--- config.mk ---
export PLATFORM = sky130hd
export DESIGN_NAME = pvv_ctrl
export DESIGN_NICKNAME = d
export VERILOG_FILES = /design/src/hdl/pvv_pkg.sv /design/src/hdl/pvv_ctrl.sv
export SDC_FILE = /design/constraint.sdc
export NUM_CORES = 1
export LEC_CHECK = 0
export ABC_CLOCK_PERIOD_IN_PS = 2550
export BUFFER_PORTS_ARGS = -buffer_cell sky130_fd_sc_hd__buf_4
export CAP_MARGIN = 25
export CORE_ASPECT_RATIO = 0.75
export CORE_UTILIZATION = 40
export DETAILED_ROUTE_END_ITERATION = 7
export PLACE_DENSITY = 0.68
export SLEW_MARGIN = 20
export SYNTH_ARGS = -nofsm -noshare
export SYNTH_HDL_FRONTEND = slang
export SYNTH_SLANG_ARGS = --single-unit
--- constraint.sdc ---
create_clock -name clock -period 2.55 [get_ports clock]
set_clock_uncertainty 0.05 [all_clocks]
set_input_delay 0.255 -clock clock [delete_from_list [all_inputs] [get_ports clock]]
set_output_delay 0.255 -clock clock [all_outputs]
set_load 0.05 [all_outputs]
--- src/hdl/pvv_pkg.sv ---
// types and constants shared by the polygon vertex validator modules
package pvv_pkg;

   typedef enum logic [2:0] {
      STAT_OK        = 3'd0,
      STAT_EQUAL     = 3'd1,
      STAT_COLLINEAR = 3'd2,
      STAT_CROSSING  = 3'd3,
      STAT_FULL      = 3'd4
   } status_type;

   typedef struct packed {
      logic               action;
      logic signed [15:0] vx;
      logic signed [15:0] vy;
   } req_type;

   typedef struct packed {
      status_type status;
      logic [6:0] vertex_count;
   } rsp_type;

   typedef struct packed {
      logic       load;
      logic       issue;
      logic       rsp_load;
      logic       commit_add;
      logic       commit_clear;
      status_type status;
   } cmd_type;

   typedef struct packed {
      logic is_clear;
      logic full;
      logic few;
      logic rd_last;
      logic eq;
      logic col;
      logic hit;
   } flags_type;

   localparam int COUNT_OUT_W = 7;
   localparam int DRAIN_LEN   = 5;
   localparam int DRAIN_W     = $clog2(DRAIN_LEN);

endpackage

--- src/hdl/pvv_ctrl.sv ---
// controller state machine: item sequencing, edge sweep and result hand-off
module pvv_ctrl (
   input  logic               clock,
   input  logic               reset,
   input  logic               req_valid,
   output logic               req_ready,
   output logic               rsp_valid,
   input  logic               rsp_ready,
   output pvv_pkg::cmd_type   cmd,
   input  pvv_pkg::flags_type flags
);
   import pvv_pkg::*;

   typedef enum logic [4:0] {
      ST_IDLE  = 5'b00001,
      ST_CHECK = 5'b00010,
      ST_SWEEP = 5'b00100,
      ST_DRAIN = 5'b01000,
      ST_DONE  = 5'b10000
   } state_type;

   state_type          state_ff, state_in;
   logic [DRAIN_W-1:0] drain_ff, drain_in;
   logic               rsp_valid_ff, rsp_valid_in;
   status_type         code;

   always_comb begin
      if (flags.is_clear) begin
         code = STAT_OK;
      end else if (flags.full) begin
         code = STAT_FULL;
      end else if (flags.few) begin
         code = STAT_OK;
      end else if (flags.eq) begin
         code = STAT_EQUAL;
      end else if (flags.col) begin
         code = STAT_COLLINEAR;
      end else if (flags.hit) begin
         code = STAT_CROSSING;
      end else begin
         code = STAT_OK;
      end
   end

   always_comb begin
      state_in     = state_ff;
      drain_in     = drain_ff;
      rsp_valid_in = rsp_valid_ff;
      cmd          = '0;
      cmd.status   = STAT_OK;
      if (rsp_valid_ff && rsp_ready) begin
         rsp_valid_in = 1'b0;
      end
      case (state_ff)
         ST_IDLE: begin
            if (req_valid) begin
               cmd.load = 1'b1;
               state_in = ST_CHECK;
            end
         end
         ST_CHECK: begin
            if (flags.is_clear || flags.full || flags.few) begin
               state_in = ST_DONE;
            end else begin
               state_in = ST_SWEEP;
            end
         end
         ST_SWEEP: begin
            cmd.issue = 1'b1;
            if (flags.rd_last) begin
               drain_in = '0;
               state_in = ST_DRAIN;
            end
         end
         ST_DRAIN: begin
            if (drain_ff == DRAIN_W'(DRAIN_LEN - 1)) begin
               state_in = ST_DONE;
            end else begin
               drain_in = drain_ff + DRAIN_W'(1);
            end
         end
         ST_DONE: begin
            if (!rsp_valid_ff || rsp_ready) begin
               cmd.rsp_load     = 1'b1;
               cmd.status       = code;
               cmd.commit_add   = !flags.is_clear && (code == STAT_OK);
               cmd.commit_clear = flags.is_clear;
               rsp_valid_in     = 1'b1;
               state_in         = ST_IDLE;
            end
         end
         default: begin
            state_in = ST_IDLE;
         end
      endcase
   end

   always_ff @(posedge clock) begin
      if (reset) begin
         state_ff     <= ST_IDLE;
         drain_ff     <= '0;
         rsp_valid_ff <= 1'b0;
      end else begin
         state_ff     <= state_in;
         drain_ff     <= drain_in;
         rsp_valid_ff <= rsp_valid_in;
      end
   end

   assign req_ready = (state_ff == ST_IDLE);
   assign rsp_valid = rsp_valid_ff;

   a_issue_only_for_check: assert property (@(posedge clock) disable iff (reset)
      cmd.issue |-> (!flags.few && !flags.full && !flags.is_clear))
      else $error("edge sweep started for an item that needs none");

   a_sweep_exit: assert property (@(posedge clock) disable iff (reset)
      (state_ff == ST_SWEEP) |=> (state_ff == ST_SWEEP || state_ff == ST_DRAIN))
      else $error("sweep left without draining the edge pipeline");

   a_rsp_held: assert property (@(posedge clock) disable iff (reset)
      (rsp_valid_ff && !rsp_ready) |=> rsp_valid_ff)
      else $error("result item dropped before it was taken");

endmodule

==> results of run 1 <==
## cells by family after synthesis
kind of cell	count (synthesis)	share of synthesized area (%)
AO/OA/AOI/OAI	16	15.37
multiplexers	1	1.413
flip-flops	9	25.44
XOR/XNOR	1	1.237
buffers and inverters	13	9.540
adder cells (fa/ha/maj)	2	3.533
AND/OR/NAND/NOR	38	43.46
## stage by stage
stage / hold WS (ns) / setup slack, ns
floorplan: 0.3664 / 0.2187
global placement: 0.4209 / 0.8102
detailed placement: 0.4296 / 0.7463
CTS: 0.1784 / 0.4511
global route: 0.1802 / 0.3592
finish: 0.1864 / 0.4679
## synth_stat cells, types with 3 or more instances
cell / count
dfxtp_1: 9
inv_1: 9
nor2_1: 6
a21oi_1: 5
nand2_1: 3
nand3_1: 3
nor3_1: 3
## worst max-delay path: stages (launching register included)
cell and delay (ns):
dfxtp_1 0.44, nor3_4 0.28, nand3b_2 0.12, nand2b_4 0.20
nor4_4 0.25, buf_4 0.23
## where the power goes
part           total (W)  leakage (nW)  switching, W  internal, W
Combinational   0.000275         0.272      0.000168     0.000107
Sequential      0.000205        0.0731     0.0000469     0.000158
Clock           0.000112        0.0150     0.0000516    0.0000604
Total           0.000592         0.360      0.000266     0.000326
## metal layers
layer | vias up | share of wire (%)
li1 | 328 | -
met1 | 288 | 50
met2 | 19 | 43
met3 | 4 | 5.2
met4 | 0 | 1.2
met5 | - | 0
## cell type report
class                      count  area [sq um]
multi-input combinational     58         460.4
fill                         156         684.4
inverter                       9         33.78
sequential                     9         180.2
clock buffer                   4         26.28
timing repair buffer          20         150.1
tap                           21         26.28
## sequential cells by signal, summed over array words and instances (netlist names)
signal and count:
drain_ff 3, rsp_valid 1, state_ff 5
## worst min path at each step
stage                      from           to  slack (ns)  cells past startpoint
floorplan             req_valid  state_ff[0]        0.37                      1
detailed placement  drain_ff[2]  drain_ff[2]        0.43                      1
global placement    drain_ff[2]  drain_ff[2]        0.42                      1
CTS                       reset  drain_ff[1]        0.18                      2
finish                    reset  drain_ff[1]        0.19                      2
global route              reset  drain_ff[1]        0.18                      2
==> summary.txt, run 1 <==
Drt
  • Detailed Routing Iterations Pass 1: 4
  • Routed WL: ~1.6 mm
  • Via Count: around 640
  • Final ANT Viol Nets: 0
  • Routed WL per cell: 12.98 microns
  • Remaining DRCs: 0
  • Vias/cell: 5.281
  • DRT iter0 DRCs: 10

GRT
  • Vias in the first global route: ~550
  • Largest net degree at the start of global routing: 11
  • Tot GR Track Use: 18.47%
  • Met3 GRT Util: 9.524%
  • GRT busiest layer: met2
  • Global-route wire length before repair: 2.511 mm
  • Met1 usage: approximately a quarter
  • Met2 usage: 26.00%
  • Initial antenna violation count: 0
  • GRT overflow: 0

Setup path
  • Crit path to: cmd[1]
  • CP Data Required Time: 2.25 ns
  • Crit path launch type: flip-flop
  • CP Capture Type: output pin
  • Critical Path Fanout Max: 8
  • Reg-to-reg startpoint: drain_ff[0]
  • Reg2reg path depth: 6
  • R2R setup slack: about 1.1 ns
  • Critical path arrival: 1.78 ns
  • Reg2reg end: drain_ff[1]
  • WS Path Type: reg2out
  • CP Launch Point: state_ff[1]

Synth
  • Ys async rst share: 0%
  • Yosys reg bits: 9
  • Yosys top cell area share: between 20% and 30%
  • EDFF count, synth: 0
  • Sequential fraction of the synthesis area: roughly a quarter
  • Mean Syn Cell Area: 8.852 sq um
  • Synth unique cells: slightly above 40
  • YS warnings: 0
  • Largest cells by area after synthesis: dfxtp_1, inv_1, a21oi_1
  • Cell count after synthesis: 80
  • Leading area contributor after synthesis: dfxtp_1
  • Mapped cell area: just over 700 sq um
  • Top_reg_cell synth: dfxtp_1
  • Syn nets: 93

Layout
  • Fraction of layout instances using a drive strength above 1: 37.00%
  • Final non-filler cell area: a little under 900 sq um
  • Commonest non-fill, non-tap cells in the layout: buf_4, inv_1, dfxtp_1
  • Commonest non-fill, non-tap cell in the layout: buf_4
  • Nets: roughly 110
  • Post-Route Utilization: between 50% and 60%
  • Antenna Cells: 0
  • Area Growth Syn to Fin: 23.85%
  • Non-filler cells, final: 121

Floorplanning
  • Io pins: 21
  • Rows: 12
  • Die width: approximately 51 microns
  • Die H: between 30 and 40 microns
  • Initial Util: between 40% and 50%
  • Core Region: ~1600 sq um
  • Die area: approximately 1900 sq um

STA
  • Slew Limit Headroom: 69.47%
  • Crit path time final: between 2 and 2.5 ns
  • Final hold violation count: 0
  • Final Cycle Share: between 80% and 90%
  • Highest Clock Rate: around 480 MHz
  • Setup TNS: 0 ns
  • Setup violators final: 0
  • Slew @ Worst Pin: around 0.46 ns
  • RSZ-0062 raised after global routing: no
  • Max Slew Vio Count: 0

Placement
  • Dpl cells: 117
  • DP Area: 850.8 sq um
  • Gpl congestion: between 0.7 and 0.8
  • Dpl hpwl: about 1.3 mm
  • PortBufs: 20

Clocking
  • H-tree depth: 1
  • Clk sinks: 9
  • Post-CTS Setup Bufs: 0
  • CTS Buffer Depth: 2
  • CTS buffer count: 3
  • Worst skew pair latency: approximately 0.26 ns
  • CTS tree: built
  • Post-CTS Hold Buffers: 0
  • CTS resizes: 0
  • Clock transition at path regs: roughly 0.06 ns
  • Root Buffer: clkbuf_4

Power and ir drop
  • Power Dens Cells: between 600 and 700 nW/um^2
  • Leak: 0.3604 nW
  • Peak VDD IR: about 420 uV
  • Post-route total power: 0.0005923 W

Run
  • Maxcap violations: 0

Status
  • Status: finished, final reports clean

Hold path
  • HP Class: in2reg
Power figures use the tool's default switching activity.
==> inputs of run 2 (changes only) <==
Settings changed: ABC_AREA set to 1, ABC_CLOCK_PERIOD_IN_PS 2550 to 1800, CORE_ASPECT_RATIO 0.75 to unset, PLACE_DENSITY 0.68 to 0.73.
Clock period 2.55 ns to 1.8 ns, I/O delays scaled along.
==> run 2 against run 1 <==
Utilization up 5.1 points. First-iteration DRC count up 20%. Synthesized cell count up 15%.
==> summary.txt, run 2 <==
Drt
  • DRT iter0 DRCs: 12
  • Routed WL per cell: between 9 and 10 microns
  • Via Count: about 660
  • Routed WL: between 1 and 1.5 mm
  • Remaining DRCs: 0
  • Vias/cell: between 4 and 5
  • Detailed Routing Iterations Pass 1: 4
  • Final ANT Viol Nets: 0

Floorplanning
  • Initial Util: 44.96%
  • Die width: between 40 and 50 microns
  • Die H: 41.19 microns
  • Io pins: 21
  • Rows: 13
  • Core Region: ~1400 sq um
  • Die area: 1697 sq um

Power and ir drop
  • Leak: ~0.45 nW
  • Clock share of power: roughly a fifth
  • Sw Share: between 40% and 50%
  • Comb pwr share: approximately 49%
  • Switching power: 0.0003675 W
  • Power Dens Cells: between 900 and 1000 nW/um^2
  • Sequential Power Share: between 30% and 40%
  • Post-route total power: roughly 0.0008 W
  • Internal power: 0.0004416 W
  • Peak VDD IR: between 1000 and 1500 uV

Synth
  • Top post-synthesis cells by count: inv_1, nor2_1, nand2_1
  • Leading area contributor after synthesis: dfxtp_1
  • Synth unique cells: 19
  • EDFF count, synth: 0
  • Yosys reg bits: 9
  • Sequential fraction of the synthesis area: between 20 and 30%
  • Largest cells by area after synthesis: dfxtp_1, inv_1, nor2_1
  • Top-count cell post-synth: inv_1
  • YS warnings: 0
  • Mean Syn Cell Area: around 6.7 sq um
  • Yosys top cell area share: 29.33%
  • Syn nets: roughly 110
  • Ys async rst share: 0%
  • Top_reg_cell synth: dfxtp_1
  • Mapped cell area: 614.3 sq um
  • Cell count after synthesis: slightly above 90

Layout
  • Area of the multi-input gates: around 360 sq um
  • Max reg flops: 5
  • Fraction of layout instances using a drive strength above 1: around a third
  • Commonest non-fill, non-tap cell in the layout: buf_4
  • Non-filler cells, final: about 130
  • Biggest register: state_ff
  • Register area: approximately 180 sq um
  • Area Growth Syn to Fin: 36.25%
  • Layout fillers: about 130
  • Antenna Cells: 0
  • Nets: about 130
  • Final non-filler cell area: ~840 sq um
  • Commonest non-fill, non-tap cells in the layout: buf_4, inv_1, nor2_1

STA
  • Setup violators final: 0
  • RSZ-0062 raised after global routing: no
  • Crit path time final: 1.695 ns
  • Final Cycle Share: 94.16%
  • Slew Limit Headroom: about 87%
  • Highest Clock Rate: 590.0 MHz
  • Setup TNS: 0 ns
  • Final hold violation count: 0
  • Slew @ Worst Pin: 0.1985 ns
  • Max Slew Vio Count: 0

GRT
  • Tot GR Track Use: between 10% and 20%
  • Global-route wire length before repair: ~1.9 mm
  • Vias in the first global route: slightly above 500
  • Initial antenna violation count: 0
  • Largest net degree at the start of global routing: 9
  • GRT overflow: 0

Setup path
  • Crit path launch type: flip-flop
  • Reg2reg path depth: 8
  • Critical path arrival: 1.46 ns
  • WS Path Type: reg2out
  • CP Data Required Time: 1.57 ns
  • Reg-to-reg startpoint: drain_ff[0]
  • Critical Path Fanout Max: 6
  • CP Capture Type: output pin
  • CP Launch Point: state_ff[3]

Clocking
  • Root Buffer: clkbuf_4
  • CTS tree: built
  • Clock transition at path regs: ~0.06 ns
  • CTS buffer count: 3
  • Clk sinks: 9
  • H-tree depth: 1
  • Worst skew pair latency: 0.26 ns
  • Post-CTS Hold Buffers: 0
  • CTS Buffer Depth: 2

Run
  • Maxcap violations: 0

Status
  • Status: finished, final reports clean

Hold path
  • Hold path depth: 2
  • Worst hold start: reset
  • HP Class: in2reg

Placement
  • DP Area: between 700 and 800 sq um
  • PortBufs: 20
  • Dpl hpwl: 1.034 mm
  • Dpl cells: 127
  • Gpl congestion: 0.8372
## run 2: layout make-up
type | count | area share (%)
Multi-Input combinational cell | 63 | 43.50
Inverter | 20 | 8.969
Sequential cell | 9 | 21.52
Clock buffer | 4 | 3.139
Timing Repair Buffer | 23 | 20.63
Tap cell | 15 | 2.242
## run 2: critical path, stage by stage (launching register included)
cell	delay [ns]
dfxtp_1	0.35
nor2_4	0.14
nand2_2	0.07
nor2_4	0.09
nand2_2	0.09
nor4_2	0.22
buf_4	0.24
## run 2: metal layers
metal / global-route usage, % / wire length (microns) / vias up
met3: 3.261 / 85 / 2
met1: 18.65 / 564 / 294
met2: 30.47 / 597 / 19
met5: 0 / 0 / -
met4: 7.258 / 17 / 0
li1: - / - / 346
## run 2: logic make-up after synthesis
| group | after synthesis | synth area share (%) |
|---|---|---|
| DFF | 9 | 29.33 |
| AOI/OAI and AO/OA | 8 | 7.738 |
| buffers and inverters | 20 | 12.22 |
| and+or+nand+nor | 52 | 45.21 |
| adders and majority gates | 2 | 4.073 |
| xor gates and xnor gates | 1 | 1.426 |
## run 2: metrics by stage
step | hold WS [ns] | setup slack [ns] | util (%)
2_1_floorplan | 0.1991 | -0.2540 | -
3_3_place_gp | 0.3311 | 0.3403 | 57.33
3_5_place_dp | 0.3341 | 0.2778 | 57.33
4_1_cts | 0.05458 | 0.04379 | 59.62
5_1_grt | 0.06077 | 0.0009760 | 61.26
6_report | 0.05964 | 0.1051 | 61.26
## run 2: timing repair
action                                  4_1_cts  5_1_grt
buffers inserted                              0        3
gates cloned                                  0        0
pin swaps                                     0        2
resized for setup                             1        0
endpoints found under the setup margin        1        2
## run 2: final timing paths
kind / end / slack (ns)
worst max register to register: drain_ff[1] / 0.46
worst max-delay path: cmd[4] / 0.11
worst min register to register: drain_ff[2] / 0.45
worst min-delay path: drain_ff[2] / 0.06
## run 2: power groups by stage
stage               combinational [W]  clock [W]  sequential (W)
finish                       0.000397   0.000160        0.000252
global route                 0.000433   0.000174        0.000255
CTS                          0.000388   0.000163        0.000252
detailed placement           0.000386          0        0.000256
global placement             0.000382          0        0.000256
floorplan                    0.000284          0        0.000259
==> inputs of run 3 (changes only) <==
Settings changed: SETUP_SLACK_MARGIN set to 0.2.
==> run 3 against run 2 <==
Clock power decreased by 4%. First-iteration DRC count decreased by 50%. Clock-buffer cell count unchanged. Sequential power about the same. Cell count increased by 0.75%. Power increased by 4.2%. Die area unchanged. Critical path type unchanged. Critical endpoint unchanged.
==> summary.txt, run 3 (synthesis results as in run 2) <==
Layout
  • Commonest non-fill, non-tap cells in the layout: inv_1, buf_4, nor2_1, nand2_1, nand3_1
  • Layout fillers: about 120
  • Biggest register: state_ff
  • Fraction of layout instances using a drive strength above 1: a little over two fifths
  • Antenna Cells: 0
  • Nets: between 100 and 150
  • Area Growth Syn to Fin: 47.05%
  • Max reg flops: 5

GRT
  • Initial antenna violation count: 0
  • GRT overflow: 0
  • Largest net degree at the start of global routing: 9
  • Tot GR Track Use: between 20% and 30%
  • Global-route wire length before repair: roughly 2.2 mm
  • Vias in the first global route: about 580

STA
  • RSZ-0062 raised after global routing: yes
  • Slew Limit Headroom: approximately four fifths
  • Crit path time final: 1.627 ns
  • Fin Hold WS: 0.06039 ns
  • Setup TNS: 0 ns
  • Highest Clock Rate: between 600 and 700 MHz
  • Final hold violation count: 0
  • Max Slew Vio Count: 0
  • Final Cycle Share: 90.40%
  • Slew @ Worst Pin: approximately 0.27 ns
  • Setup violators final: 0
  • Worst setup margin: ~0.17 ns

Floorplanning
  • Die area: ~1700 sq um
  • Die width: 41.19 microns
  • Die H: 41.19 microns
  • Io pins: 21
  • Initial Util: 44.96%
  • Rows: 13
  • Core Region: between 1000 and 1500 sq um

Drt
  • Detailed Routing Iterations Pass 1: 2
  • Final ANT Viol Nets: 0
  • Routed WL per cell: around 10 microns
  • Via Count: approximately 670
  • Vias/cell: about 5.0
  • DRT iter0 DRCs: 6
  • Remaining DRCs: 0
  • Routed WL: about 1.4 mm

Setup path
  • CP Capture Type: output pin
  • Most frequent cell on the critical path: nor2_4
  • Critical Path Fanout Max: 6
  • Cells along the critical path: nor2_4 > nand2_2 > nor2_4 > nand2_4 > nor4_4 > buf_6
  • WS Path Type: reg2out
  • CP Data Required Time: approximately 1.6 ns
  • Slowest stage delay, CP: ~0.34 ns
  • Slowest stage cell, crit path: dfxtp_2
  • Critical path arrival: roughly 1.4 ns
  • Crit path launch type: flip-flop

Power and ir drop
  • Switching power: ~0.00038 W
  • Peak VDD IR: 1097 uV
  • Sw Share: between 40% and 50%
  • Internal power: 0.0004660 W
  • Comb pwr share: about half
  • Clock share of power: a little under a fifth
  • Sequential Power Share: between 30% and 40%
  • Power Dens Cells: 933.1 nW/um^2
  • Leak: between 0.4 and 0.5 nW

Clocking
  • Clk sinks: 9
  • Clock transition at path regs: approximately 0.060 ns
  • Worst skew pair latency: about 0.26 ns
  • CTS tree: built
  • Post-CTS Hold Buffers: 0
  • CTS Buffer Depth: 2
  • H-tree depth: 1
  • Root Buffer: clkbuf_4
  • CTS buffer count: 3

Placement
  • Dpl hpwl: about 1.1 mm
  • PortBufs: 20
  • Gpl congestion: roughly 0.85
  • Pre-CTS setup slack: 0.2666 ns

Hold path
  • HP Class: in2reg

Run
  • Maxcap violations: 0

Status
  • Status: finished, final reports clean
run 3: cell types whose count changed in the layout (fill, tap and decap cells not counted):
cell     before  now
buf_4        23   18
buf_6         0    6
dfxtp_1       9    5
dfxtp_2       0    4
nand2_2       4    3
nand2_4       0    1
nor2_1       12   11
nor2_2        4    5
nor3_1        4    1
nor3_2        0    3
nor4_2        1    0
nor4_4        0    1
run 3: layout make-up:
cell class | count | area [sq um] | share of cell area, %
inverters | 20 | 75.07 | 8.310
multi-input cells | 63 | 395.4 | 43.77
clock buffers | 4 | 26.28 | 2.909
flip-flops and latches | 9 | 185.2 | 20.50
well taps | 15 | 18.77 | 2.078
repair buffers | 24 | 202.7 | 22.44
run 3: power by group through the flow:
stage          Combinational [W]  Sequential, W  Clock, W
2_1_floorplan           0.000291       0.000259         0
3_3_place_gp            0.000392       0.000256         0
3_5_place_dp            0.000394       0.000257         0
4_1_cts                 0.000413       0.000255  0.000156
5_1_grt                 0.000473       0.000259  0.000174
6_report                0.000434       0.000255  0.000154
run 3: worst paths after layout:
| check | from | endpoint | slack [ns] | cells after the start |
|---|---|---|---|---|
| worst min register to register | drain_ff[0] | drain_ff[0] | 0.44 | 2 |
| worst max-delay path | state_ff[2] | cmd[4] | 0.17 | 6 |
| worst max register to register | state_ff[0] | state_ff[4] | 0.38 | 9 |
| worst min-delay path | reset | state_ff[3] | 0.06 | 2 |
run 3: critical path, delay by kind of cell, from the launching register on:
family | cells | cell delay, ns
buffers and inverters | 1 | 0.19
flip-flops | 1 | 0.34
AND/OR/NAND/NOR | 5 | 0.60
run 3: repair_timing:
item | 4_1_cts | 5_1_grt
resized for setup | 3 | 6
buffers inserted | 3 | 1
endpoints found under the setup margin | 4 | 6
pin swaps | 4 | 0
run 3: metal layers:
layer	wire length [microns]	up-vias	GRT usage, %
met4	31	0	12.90
met1	610	299	21.17
met3	61	5	3.804
met5	0	-	0
met2	673	18	35.55
li1	-	349	-
run 3: per-stage QoR:
| stage | std cells | utilization [%] | total power, W | instance area [sq um] |
|---|---|---|---|---|
| after detailed placement | 127 | 60.07 | 0.0006510 | 820.8 |
| after floorplan | 92 | - | 0.0005500 | 651.9 |
| after global routing | 135 | 66.12 | 0.0009061 | 903.4 |
| after global placement | 127 | 60.07 | 0.0006480 | 820.8 |
| after CTS | 134 | 64.10 | 0.0008236 | 875.8 |
| final | 135 | 66.12 | 0.0008429 | 903.4 |
